File: src/hw/rtl/gesq_mul.sv
// ----------------------------------------------------------------------------
// Shared rounding multiplier
// Computes round(a*b / 2^s) over four 32x32 partial products, one per cycle.
// ----------------------------------------------------------------------------
`default_nettype none
module gesq_mul (
  input  wire logic        clk_i,
  input  wire logic        rst_ni,
  input  wire logic        start_i,
  input  wire logic [63:0] a_i,
  input  wire logic [63:0] b_i,
  input  wire logic [5:0]  shift_i,
  output logic             done_o,
  output logic [63:0]      res_o
);
  logic [63:0]  a_q, b_q;
  logic [5:0]   s_q;
  logic [2:0]   step_q, step_d;
  logic [127:0] acc_q, acc_d;
  logic         busy_q, busy_d;
  logic [31:0]  op_a, op_b;
  logic [63:0]  pp;
  logic [127:0] rnd;

  // choose one partial product per step
  always_comb begin
    op_a = step_q[1] ? a_q[63:32] : a_q[31:0];
    op_b = step_q[0] ? b_q[63:32] : b_q[31:0];
    pp   = 64'(op_a) * 64'(op_b);
  end

  // accumulate partial products
  always_comb begin
    busy_d = busy_q;
    step_d = step_q;
    acc_d  = acc_q;
    if (start_i) begin
      busy_d = 1'b1;
      step_d = 3'd0;
      acc_d  = 128'd0;
    end else if (busy_q) begin
      acc_d  = acc_q + (128'(pp) << (7'(step_q[1]) * 7'd32 + 7'(step_q[0]) * 7'd32));
      step_d = step_q + 3'd1;
      if (step_q == 3'd3) begin
        busy_d = 1'b0;
      end
    end
  end

  always_ff @(posedge clk_i or negedge rst_ni) begin
    if (!rst_ni) begin
      busy_q <= 1'b0;
      step_q <= 3'd0;
      done_o <= 1'b0;
    end else begin
      busy_q <= busy_d;
      step_q <= step_d;
      done_o <= busy_q && (step_q == 3'd3);
    end
  end

  always_ff @(posedge clk_i) begin
    acc_q <= acc_d;
    if (start_i) begin
      a_q <= a_i;
      b_q <= b_i;
      s_q <= shift_i;
    end
  end

  // round half up and shift
  assign rnd   = acc_q + (128'd1 << (s_q - 6'd1));
  assign res_o = 64'(rnd >> s_q);
endmodule
`default_nettype wire

File: config.mk
export PLATFORM = sky130hd
export DESIGN_NAME = gesq_mul
export DESIGN_NICKNAME = d
export VERILOG_FILES = /design/src/hw/rtl/gesq_mul.sv
export SDC_FILE = /design/constraint.sdc
export NUM_CORES = 2
export LEC_CHECK = 0
export BUFFER_PORTS_ARGS = -buffer_cell sky130_fd_sc_hd__buf_4
export CAP_MARGIN = 20
export CORE_MARGIN = 8
export CORE_UTILIZATION = 30
export CTS_BUF_LIST = sky130_fd_sc_hd__clkbuf_4 sky130_fd_sc_hd__clkbuf_8
export DETAILED_ROUTE_END_ITERATION = 12
export PLACE_DENSITY = 0.53
export RECOVER_POWER = 25
export SLEW_MARGIN = 20
export SYNTH_ARGS = -nofsm -noshare
export SYNTH_HDL_FRONTEND = slang
export SYNTH_SLANG_ARGS = --single-unit
File: constraint.sdc
create_clock -name clk_i -period 20.8 [get_ports clk_i]
set_clock_uncertainty 0.2 [all_clocks]
set_input_delay 2.08 -clock clk_i [delete_from_list [all_inputs] [get_ports clk_i]]
set_output_delay 2.08 -clock clk_i [all_outputs]
set_load 0.01 [all_outputs]
After elaboration in Yosys (flattened, before gate mapping)
Index checks and enable logic that the tools add are counted.
{"block": "totals", "register_bits": 267, "inputBits": 137, "out_inout_bits": 65, "word_cells": 26}
{"block": "classes", "addsub": 5, "multipliers": 1, "n_eq_ne": 1, "shift": 3, "muxes": 7, "n_reduce_logical": 2}
{"op": "$add A128 B128 Y128", "n": 2}
{"op": "$shl A1 B6 Y128 const A", "n": 1}
{"op": "$shl A64 B7 Y128", "n": 1}
{"op": "$shr A128 B6 Y64", "n": 1}
{"op": "$mul A32 B32 Y64", "n": 1}
{"op": "$mux W32", "n": 2}
{"op": "$add A6 B6 Y7", "n": 1}
{"op": "$mux W3", "n": 2}
{"op": "$sub A6 B1 Y6 const B", "n": 1}
{"op": "$add A3 B1 Y3 const B", "n": 1}
{"op": "$eq A3 B2 Y1 const B", "n": 1}
{"op": "$mux W1", "n": 3}
{"op": "$reduce_bool A2 Y1", "n": 1}
{"op": "$logic_and A1 B1 Y1", "n": 1}

Logic depth before layout (Yosys ltp)
{"block": "logic_depth", "depth_word": 4, "ltp_mapped": 52, "depth_no_buf": 48}

Least setup slack after synthesis
OpenSTA, ideal clock, no wires.
{"block": "synth_timing", "kind": "register -> register", "from": "register step_q[0]", "to": "register acc_q[122]", "setup_ps": 117, "arrival_ps": 12318, "t_required_ps": 20483, "path_slack_ps": 8165, "path_stages_with_launch": 50, "n_path_buf": 5, "synth_period_minus_slack_ps": 12635, "cell_sequence": "dfrtp_1 > clkbuf_1 > clkbuf_1 > clkbuf_1 > mux2i_1 > clkbuf_1 > nor2_1 > fa_1 > fa_1 > inv_1 > fa_1 > fa_1 > fa_1 > inv_1 > fa_1 > fa_1 > fa_1 > ha_1 > (+14 left out) > and2_1 > ha_1 > clkbuf_1 > nand2_1 > nor3_1 > nand3_1 > nor4_1 > nand2_1 > a211o_1 > or4b_1 > nand2_1 > o41a_1 > o31a_1 > o21ai_1 > and2_1 > a41oi_1 > xnor2_1 > a22o_1"}
{"block": "synth_via", "elab_chain_len": 4, "elab_cells_between_ends": 5, "classes_between": "2 x add/sub; 1 x mul; 1 x shift; 1 x mux"}
{"element": "from (decl)", "line_no": "18", "text": "logic [2:0] step_q, step_d;"}
{"element": "from (signal assigned)", "line_no": "57", "text": "step_q <= step_d;"}
{"element": "$mux W32", "line_no": "28", "text": "op_b = step_q[0] ? b_q[63:32] : b_q[31:0];"}
{"element": "$mul A32 B32 Y64", "line_no": "29", "text": "pp = 64'(op_a) * 64'(op_b);"}
{"element": "$shl A64 B7 Y128 *", "line_no": "42", "text": "acc_d = acc_q + (128'(pp) << (7'(step_q[1]) * 7'd32 + 7'(step_q[0]) * 7'd32));"}
{"element": "$add A128 B128 Y128 *", "line_no": "42"}
{"element": "to (signal assigned)", "line_no": "63", "text": "acc_q <= acc_d;"}
{"element": "to (decl)", "line_no": "19", "text": "logic [127:0] acc_q, acc_d;"}
Every way passes the cells marked *; elsewhere a longest branch is shown, timed or not.
A chain may end at the register's enable or synchronous reset.

Worst setup path after layout
{"block": "layout_timing", "from": "register step_q[0]", "to": "register acc_q[113]"}
Same word-level chain as after synthesis.

==> summary.txt <==
Outcome
  • Status: complete, no violations

Place
  • # port buffers: 201
  • Detailed Place HPWL: 209000 microns
  • Routability cong.: 0.959
  • Placed cell count: 10.4k

Global route
  • Largest net degree at the start of global routing: 71
  • GRT Total Usage: 21.7%
  • Initial antenna violation count: 6
  • Vias in the first global route: 57.9k
  • GRT overflow: 0
  • Global-route wire length before repair: 380000 microns

Hold path
  • Worst hold path depth: 2
  • Worst Hold Class: reg -> reg

Die
  • Core area: 212000 sq um
  • Initial core utilization: 30.1%
  • Die span in y: 477 microns
  • I/O pins: 202
  • Die area: 227000 sq um
  • Die Wd: 477 microns
  • # rows: 169

Synth
  • Adder-Cell Fraction of Synth Area: 37.2%
  • Flops & latches, synth: 266
  • Net count after synthesis: 9204
  • Mapped cell area: 63700 sq um
  • Post-synthesis async set-or-reset flop share: 1.88%
  • Simple-Gate Fraction of Synth Area: 16.8%
  • Sequential fraction of the synthesis area: 10.5%
  • Mapped Cells: 7714
  • Syn Area/Cell: 8.26 sq um
  • Yosys cell types: 100
  • Number of synthesized flops with an enable pin: 134
  • Post-synthesis mux area share: 8.06%
  • Top FF cell, synth: edfxtp_1
  • Synth Area in Compound Gates: 15.2%
  • Synth warn: 0
  • Largest family of logic cells by synthesized area: adder cells
  • Synth Area in XOR/XNOR: 4.07%

Critical path
  • CP arrival: 15.29 ns
  • Worst-path fanout max: 36
  • CP required: 21.29 ns
  • CP dominant cell by count: fa_1
  • Critical Path Start: step_q[0]
  • Crit path depth: 44
  • Worst setup SP type: flop
  • Crit-path max cell delay: 0.75 ns
  • Top delay family on crit path: compound AO/OA/AOI/OAI gates
  • Worst R2R Setup Slack: 6.00 ns
  • Kind of critical path: reg -> reg
  • R2r startpoint: step_q[0]
  • CP max-delay cell: dfrtp_4
  • Worst path bufs/invs: 4
  • CP endpoint: acc_q[113]
  • R2R depth: 44
  • Worst setup EP type: flop
  • Reg-to-Reg End: acc_q[113]

Timing
  • Post-layout min period: 14.80 ns
  • Final worst path period share: 71.2%
  • Final hold vios: 0
  • Final setup vio count: 0
  • RSZ-0062 raised after global routing: false
  • F_max: 0.0676 GHz
  • Slew HR: 27.9%
  • Setup TNS: 0 ns
  • Final Hold Slack: 0.334 ns
  • Slew @ Worst Pin: 1.08 ns
  • Fin. max-slew vios: 0

Clock tree
  • TritonCTS sink count: 266
  • Hold-fix buffers, CTS: 0
  • H-tree Lvls: 2
  • CTS tree: built
  • Number of cells upsized or downsized after cts: 0
  • Clock edge transition at the registers on the reported setup and hold paths: 0.06 ns
  • Root buffer cell: clkbuf_8
  • Post CTS Setup Buffer Count: 0
  • Max clock buf depth: 3
  • CTS Buf Count: 56
  • Clk Latency, worst-skew pair: 0.84 ns

Layout
  • P&R area growth vs syn: 8.87%
  • Layout cells sized above 1: 8.33%
  • Count of nets after finishing: 9118
  • Most frequent cells in the layout: nor2_1, inv_1, fa_1
  • Most common cell after layout, fill and taps aside: nor2_1
  • Fillers: 22.3k
  • Fin cells: 10.5k

Drt
  • Drt pass-1 iters: 10
  • Via Count: 57.8k
  • Post-route antenna net violation count: 0
  • Avg Vias per Cell: 5.51
  • First DRT Iteration DRCs: 5684
  • Wirelength, routed: 257000 microns
  • DRC viols: 0
  • Avg WL per Cell: 24.4 microns

Run
  • Max cap viols: 0
==> synth_stat cells, types with 134 or more instances <==
cell type,n,area [sq um]
a21o_1,181,1360
a21oi_1,404,2020
clkbuf_1,403,1510
edfxtp_1,134,4020
fa_1,898,18000
ha_1,455,5690
inv_1,920,3450
mux2i_1,344,3440
nand2_1,797,2990
nor2_1,1026,3850
o21ai_0,238,1190
xnor2_1,175,1530
==> state kept, by name (all words and copies together) (netlist names) <==
name / cells
a_q: 64
acc_q: 127
b_q: 64
busy_q: 1
done_o: 1
s_q: 6
step_q: 3
==> metrics by stage <==
step                      setup WS, ns  utilization [%]  cell area [sq um]
after global placement            6.38             32.2              68200
after global routing              5.18             32.8              69300
final                             6.00             32.8              69400
after detailed placement          6.21             32.2              68200
after floorplan                   8.17                -              63700
after CTS                         6.12             32.8              69400
==> worst min path at each step <==
stage	startpoint	endpoint	slack, ns
after detailed placement	acc_q[0]	acc_q[0]	0.33
after global routing	acc_q[39]	acc_q[39]	0.38
final	acc_q[1]	acc_q[1]	0.33
after floorplan	acc_q[57]	acc_q[57]	0.28
after CTS	acc_q[1]	acc_q[1]	0.34
after global placement	acc_q[1]	acc_q[1]	0.31
==> worst min-delay path, cell delays in order (launching register included) <==
cell      delay (ns)
dfxtp_1         0.33
nor2_1          0.10
a211oi_1        0.05
==> kinds of logic after synthesis <==
family | after synthesis
buffers and inverters | 1392
AOI/OAI and AO/OA | 1466
adders and majority gates | 1353
xor gates and xnor gates | 296
muxes | 475
DFF | 266
and+or+nand+nor | 2466
==> layer usage <==
layer	share of wire, %	global-route usage (%)
met1	43	29.4
met2	46	35.1
met3	6.8	2.64
met4	5.1	9.11
met5	0	0
==> cell type report <==
type / instances / area [sq um] / share of cell area (%)
clock buffers: 71 / 902 / 1.30
repair buffers: 324 / 2390 / 3.44
multi-input cells: 6056 / 52000 / 75.0
well taps: 2821 / 3530 / 5.09
diodes: 6 / 15.0 / 0.0217
flip-flops and latches: 266 / 6700 / 9.66
clock inverters: 31 / 325 / 0.469
inverters: 924 / 3470 / 5.00
Power is not shown: default switching activity piles up to over one toggle a cycle in this logic, so the estimate is an artifact.
