`config.mk`:
```
export PLATFORM = sky130hd
export DESIGN_NAME = gesq_ram
export DESIGN_NICKNAME = d
export VERILOG_FILES = /design/src/hw/rtl/gesq_ram.sv
export SDC_FILE = /design/constraint.sdc
export NUM_CORES = 1
export LEC_CHECK = 0
export ABC_AREA = 1
export ABC_CLOCK_PERIOD_IN_PS = 1700
export BUFFER_PORTS_ARGS = -buffer_cell sky130_fd_sc_hd__clkbuf_2
export CAP_MARGIN = 10
export CELL_PAD_IN_SITES_DETAIL_PLACEMENT = 2
export CELL_PAD_IN_SITES_GLOBAL_PLACEMENT = 2
export CORE_ASPECT_RATIO = 2
export CORE_MARGIN = 2
export CORE_UTILIZATION = 30
export DETAILED_ROUTE_END_ITERATION = 6
export PLACE_DENSITY_LB_ADDON = 0.1
export SYNTH_ARGS = -nofsm -noshare
export SYNTH_HDL_FRONTEND = slang
export SYNTH_SLANG_ARGS = --single-unit
```
`constraint.sdc`:
```
create_clock -name clk_i -period 1.7 [get_ports clk_i]
set_input_delay 0.34 -clock clk_i [delete_from_list [all_inputs] [get_ports clk_i]]
set_output_delay 0.34 -clock clk_i [all_outputs]
set_load 0.1 [all_outputs]
```
`src/hw/rtl/gesq_ram.sv`:
```
// ----------------------------------------------------------------------------
// Generic single-port RAM
// One write or one read per cycle, registered read data.
// ----------------------------------------------------------------------------
`default_nettype none
module gesq_ram #(
  parameter int unsigned Width = 8,
  parameter int unsigned Depth = 16
) (
  input  wire logic                     clk_i,
  input  wire logic                     we_i,
  input  wire logic [$clog2(Depth)-1:0] addr_i,
  input  wire logic [Width-1:0]         wdata_i,
  output logic      [Width-1:0]         rdata_o
);
  logic [Width-1:0] mem_q [Depth];

  // write or read the addressed word
  always_ff @(posedge clk_i) begin
    if (we_i) begin
      mem_q[addr_i] <= wdata_i;
    end
    rdata_o <= mem_q[addr_i];
  end
endmodule
`default_nettype wire

```
== After elaboration in Yosys (flattened, before gate mapping) ==
Memories as Yosys holds them, arrays and structs flattened. A register that Yosys moved wholly into a read port is not among the register bits.
Index checks and enable logic that the tools add are counted.
Widths: inputs -> output; s select.

* Register bits after elaboration: 0
* Memory bits (writable): 128
* Input port bits: 14
* Output and inout port bits: 8
* Logic and storage cells: 3
* Memories kept: 1

{| class="wikitable"
|+ Memory list
! name !! depth !! width !! read ports !! clocked after Yosys merged registers in !! wr ports !! line !! RTL
|-
| mem_q || 16 || 8 || 1 || 1 || 1 || 16 || <nowiki>logic [Width-1:0] mem_q [Depth];</nowiki>
|}

* Multiplexer cells: 2

{| class="wikitable"
|+ Operator list
! cell !! count
|-
| $mux 1 || 2
|}

== Depth between registers and ports, before layout ==
Gate-level depths: netlist of the first run.

* Depth in word-level cells: 2
* Gate-level depth with buffers: 11
* Depth with buffers taken out: 9

== Worst setup path after synthesis of the first run ==
Ideal clock, no wire load.

* Path type: input to register
* Start: in addr_i[1]
* End: mem mem_q[3][0], enable pin
* Library setup time: 0.370 ns
* Data arrival time: 1.347 ns
* Data required time: 1.330 ns
* Path slack: -0.017 ns
* Cell stages on the path: 4
* Path through: buf_2 -> clkbuf_1 -> nand3_1 -> nor2_1

{| class="wikitable"
|+ RTL lines
! what !! line !! RTL
|-
| from (decl) || 12 || <nowiki>input wire logic [$clog2(Depth)-1:0] addr_i,</nowiki>
|-
| to (decl) || 16 ||
|}

Straight into the memory's write port.

== Worst setup path after layout of the first run ==
* Start: reg rdata_o[3], read port of mem_q
* End: out rdata_o[3]

{| class="wikitable"
|+ RTL lines
! what !! line !! RTL
|-
| from (decl) || 14 || <nowiki>output logic [Width-1:0] rdata_o</nowiki>
|}

No word-level cell between the ends.

==> run_results.csv, run 1 <==
group,metric,value,unit
cts,post-cts-setup-buffers,0,
sta,setup_violations,0,
detailed_routing,first_pass_iters,4,
place,hpwl,11400,um
pwr,ir_worst_vdd,0.000618,V
sta,slew_headroom,0.638,
sta,clock_skew,0.00801,ns
cts,clk_latency,0.41,ns
grt,grt_overflow,0,
critical_path,cp_slowest_cell,"clkbuf_2",
grt,grt.busiest_layer,"met2",
synthesis,synth.area.top_cells,"edfxtp_1 69%, nand2_1 23%, dfxtp_1 2.9%",
cts,cts_sinks,136,
sta,timing.final.crit_share,0.897,
grt,grt_pass1_vias,4436,
synthesis,syn_inst,548,
grt,antenna_found_initial,0,
grt,grt_pass1_wl,25800,um
synthesis,avgSynthCellArea,10.2,um2
final_layout,fin_cells,824,
floorplan,die_h,197,um
critical_path,startpoint_type,"flop",
detailed_routing,viasPerCell,4.61,
critical_path,setup.worst_path.end_class,"output pin",
grt,use_met2,0.353,
final_layout,nets,609,
pwr,powerDensity,1200,nW/um2
detailed_routing,drc,0,
sta,slew_violations,0,
detailed_routing,detail-route-antenna-nets,0,
synthesis,synth_cell_types,11,
synthesis,yosysMostFrequentCell,"nand2_1",
grt,track_usage,0.183,
synthesis,synth_top_area_share,0.687,
cts,htree_levels,4,
critical_path,critPathMaxStageDelay,0.45,ns
critical_path,path_max_fanout,1,
critical_path,critical_path_buf_inv_count,1,
synthesis,synth_edf_count,128,
critical_path,critPathTopFamily,"buffers and inverters",
synthesis,yosysWarnings,0,
cts,cts_buffers,17,
detailed_routing,via_count,3801,
cts,clk_root_buffer_cell,"clkbuf_16",
grt,grt_max_degree,36,
sta,fin_crit,1.53,ns
floorplan,die_w,101,um
place,dpl-instance-area,6110,um2
floorplan,core,18300,um2
synthesis,synth_commonest_cells,"346 x nand2_1, 128 x edfxtp_1, 21 x inv_1",
floorplan,boundaryPins,22,
job,drv_cap,0,
place,dp_cells,792,
min_path,hp-class,"primary input to flop",
final_layout,synthToLayoutAreaGrowth,19.8,%
outcome,status,"completed",
synthesis,synth_nets,562,
final_layout,diodes,0,
critical_path,critPathArrivalTime,1.19,ns
grt,gr-usage-met1,0.194,
synthesis,synthFlopType,"edfxtp_1",
grt,grtUsageMet3,0.0265,
sta,worst_slew_pin_slew,0.543,ns
floorplan,start_util,0.306,
critical_path,cp_data_required_time,1.36,ns
synthesis,yosys_register_bits,136,
synthesis,synth_area,5590,um2
floorplan,num_rows,70,
detailed_routing,first_iter_violations,135,
cts,cts_buffer_depth,2,
sta,final-hold-violation-count,0,
detailed_routing,wire_per_inst,20.0,um
synthesis,synth_top_cell_by_area,"edfxtp_1",
cts,holdBufCountCts,0,
critical_path,crit_path_cell_trace,"clkbuf_2",
floorplan,design.die.area,19800,um2
cts,path_clk_slew,0.06,ns
final_layout,drive_gt1_frac,0.133,
place,gp_congestion,0.771,
critical_path,crit_type,"flop to output pin",
place,io_buffers,21,
final_layout,finalInstanceArea,6700,um2
synthesis,postSynth.asyncResetShare,0,
pwr,p_leak,0.00287,uW
cts,cts_tree,"done",
detailed_routing,wirelength,16500,um
sta,rsz0062_at_grt,"false",
sta,fmax,0.656,GHz
synthesis,yosysSeqAreaShare,0.716,
cts,cts_resized,0,
power by group:
part	total (uW)	switching, uW	internal [uW]
combinational	672	526	146
sequential	3770	21.8	3750
clock	3580	1440	2140
worst paths after layout:
kind | startpoint | end | slack [ns] | depth (start not counted)
hold / removal | wdata_i[5] | mem_q[4][5] | 0.47 | 1
setup / recovery | rdata_o[3] | rdata_o[3] | 0.17 | 1
setup reg to reg | mem_q[1][3] | rdata_o[3] | 0.64 | 8
hold reg to reg | mem_q[10][7] | rdata_o[7] | 0.73 | 8
per-layer routing:
layer | part of all wire | vias up
met3 | 0.016 | 24
met4 | 0.024 | 0
met1 | 0.38 | 1881
met2 | 0.58 | 50
li1 | - | 1846
met5 | 0 | -
logic make-up after synthesis:
logic type | count (synthesis) | share of synthesized area
flops | 136 | 0.716
simple gates | 368 | 0.248
buf+inv | 44 | 0.0362
cells in the final DEF, fill, tap and decap left out, types with 2 or more instances in the layout:
master and instances:
buf_12 4, buf_4 24, clkbuf_16 20, clkbuf_2 21, clkinv_2 2, clkinv_4 4
clkinvlp_4 3, dfxtp_1 8, edfxtp_1 128, inv_1 21, inv_6 2, nand2_1 346
nand3_1 4, nor2_1 18
area by class of cell:
type,instances,area (um2)
clock buffer,21,504
clock inverter,11,85.1
fill,1930,11600
inverter,23,86.3
multi-input combinational,368,1390
sequential,136,4000
tap,216,270
timing repair buffer,49,365
state kept, by name (all words and copies together), names as in the netlist:
| signal | count |
|---|---|
| mem_q | 128 |
| rdata_o | 8 |
worst register-to-register path, delay by kind of cell, from the launching register on:
family / cells / cell delay (ns)
and+or+nand+nor: 7 / 0.51
buffers and inverters: 1 / 0.05
DFF: 1 / 0.38
through the flow:
step	total power [uW]	worst slack (ns)	setup TNS [ns]	hold WS, ns	utilization
final	8020	0.175	0	0.466	0.366
after global routing	8300	0.129	0	0.492	0.366
after floorplan	4260	-0.0172	-0.451	0.439	-
after CTS	8150	0.145	0	0.474	0.366
after global placement	4520	0.00239	0	0.714	0.334
after detailed placement	4540	-0.0231	-0.452	0.725	0.334
(Power assumes the default switching activity.)
==> inputs of run 2 (changes only) <==
Settings changed: CELL_PAD_IN_SITES_DETAIL_PLACEMENT 2 to 1, CELL_PAD_IN_SITES_GLOBAL_PLACEMENT 2 to 1, PLACE_DENSITY set to 0.53, PLACE_DENSITY_LB_ADDON 0.1 to not set.
==> run 2 against run 1 <==
Net effect: maximum frequency is 2.8% lower; clock power increased by 3%; combinational power shrank 1%; cell count rose by 0.49%; power is 1.5% higher; sequential share of layout area down 0.38 points; wire length fell by 4.0%; non-clock buffer count is 4 higher; design area is 0.63% higher; via count fell by 0.53%; clock skew shrank 0.0014 ns; utilization up 0.23 points; critical path type unchanged; largest cell class unchanged; largest power group unchanged.
==> run_results.csv, run 2 (same netlist as run 1, synthesis figures left out) <==
group,metric,value,unit
detailed_routing,drc,0,
grt,grt_overflow,0,
pwr,powerDensity,1210,nW/um2
critical_path,path_max_fanout,1,
cts,holdBufCountCts,0,
sta,fmax,0.637,GHz
sta,fin_crit,1.57,ns
place,gp_congestion,0.822,
critical_path,critPathMaxStageDelay,0.47,ns
sta,timing.final.crit_share,0.923,
sta,setup_violations,0,
floorplan,core,18300,um2
grt,grt_pass1_vias,4304,
detailed_routing,wirelength,15800,um
sta,clock_skew,0.00666,ns
sta,slew_violations,0,
sta,setup_slack,0.131,ns
grt,antenna_found_initial,0,
pwr,power_frac_seq,0.464,
critical_path,critPathTopFamily,"buffers and inverters",
grt,grt_max_degree,38,
final_layout,nets,613,
place,hpwl,11000,um
final_layout,top_regs,"mem_q (128), rdata_o (8)",
pwr,p_sw,1870,uW
detailed_routing,detail-route-antenna-nets,0,
critical_path,crit_path_cell_trace,"clkbuf_2",
pwr,swShare,0.230,
critical_path,critical_path_buf_inv_count,1,
floorplan,boundaryPins,22,
pwr,pwr-share-clk,0.455,
cts,path_clk_slew,0.06,ns
final_layout,drive_gt1_frac,0.136,
detailed_routing,wl_met2,8880,um
cts,clk_root_buffer_cell,"clkbuf_16",
cts,cts_buffers,17,
floorplan,start_util,0.306,
cts,cts_resized,0,
final_layout,diodes,0,
pwr,internal-power,6260,uW
min_path,hp-class,"primary input to flop",
grt,track_usage,0.175,
cts,cts_sinks,136,
final_layout,synthToLayoutAreaGrowth,20.6,%
pwr,ir_worst_vdd,0.00108,V
final_layout,top_register,"mem_q",
final_layout,fin_cells,828,
detailed_routing,wire_per_inst,19.1,um
cts,cts_tree,"done",
floorplan,die_h,197,um
detailed_routing,dr_wl_met3,358,um
detailed_routing,via_count,3781,
critical_path,crit_type,"flop to output pin",
critical_path,cp_data_required_time,1.36,ns
detailed_routing,first_pass_iters,4,
detailed_routing,viasPerCell,4.57,
outcome,status,"completed",
sta,rsz0062_at_grt,"false",
sta,final-hold-violation-count,0,
sta,worst_slew_pin_slew,0.552,ns
floorplan,num_rows,70,
place,pre_cts_slack,0.00745,ns
critical_path,critPathArrivalTime,1.23,ns
critical_path,startpoint_type,"flop",
sta,slew_headroom,0.634,
pwr,p_total,8140,uW
final_layout,layout_commonest_cell,"nand2_1",
final_layout,filler_cell_count,2021,
detailed_routing,wl_met1,5880,um
grt,grt_pass1_wl,24400,um
critical_path,setup.worst_path.end_class,"output pin",
floorplan,design.die.area,19800,um2
final_layout,final_cell_mix,"346 x nand2_1, 128 x edfxtp_1, 29 x buf_4",
pwr,p_leak,0.00291,uW
job,drv_cap,0,
cts,cts_buffer_depth,2,
detailed_routing,highest_layer,"met4",
cts,clk_latency,0.41,ns
cts,htree_levels,4,
cts,post-cts-setup-buffers,0,
place,io_buffers,21,
final_layout,largest_reg_flops,128,
place,dp_cells,796,
sta,fin_setup_tns,0,ns
detailed_routing,first_iter_violations,169,
critical_path,cp_slowest_cell,"clkbuf_2",
floorplan,die_w,101,um
pwr,p_comb_frac,0.082,
[run 2: metal layers]
layer	up-vias	global-route usage
met3	31	0.0350
met5	-	0
li1	1846	-
met2	70	0.325
met4	0	0.0964
met1	1834	0.177
[run 2: worst paths after layout]
check / slack [ns] / from / endpoint / cells past startpoint
worst max-delay path: 0.13 / rdata_o[0] / rdata_o[0] / 1
worst min-delay path: 0.47 / wdata_i[5] / mem_q[5][5] / 1
worst max register to register: 0.66 / mem_q[3][2] / rdata_o[2] / 8
worst min register to register: 0.72 / mem_q[12][5] / rdata_o[5] / 8
[run 2: area by class of cell]
class | count | area (um2) | area share
repair buffers | 53 | 383 | 0.0568
inverters | 23 | 86.3 | 0.0128
flip-flops and latches | 136 | 4000 | 0.594
clock inverters | 4 | 22.5 | 0.00334
multi-input cells | 368 | 1390 | 0.206
clock buffers | 28 | 592 | 0.0878
well taps | 216 | 270 | 0.0401
[run 2: per-stage QoR]
step / hold WS (ns) / area, um2 / util
2_1_floorplan: 0.439 / 5590 / -
3_3_place_gp: 0.710 / 6130 / 0.335
3_5_place_dp: 0.712 / 6130 / 0.335
4_1_cts: 0.480 / 6740 / 0.368
5_1_grt: 0.486 / 6740 / 0.368
6_report: 0.471 / 6740 / 0.368
[run 2: power by group through the flow]
stage	clock network [uW]	registers, uW	logic (uW)
after floorplan	0	4000	258
after global routing	3910	3780	735
after detailed placement	0	3840	684
after global placement	0	3840	679
after CTS	3790	3780	686
final	3700	3770	664
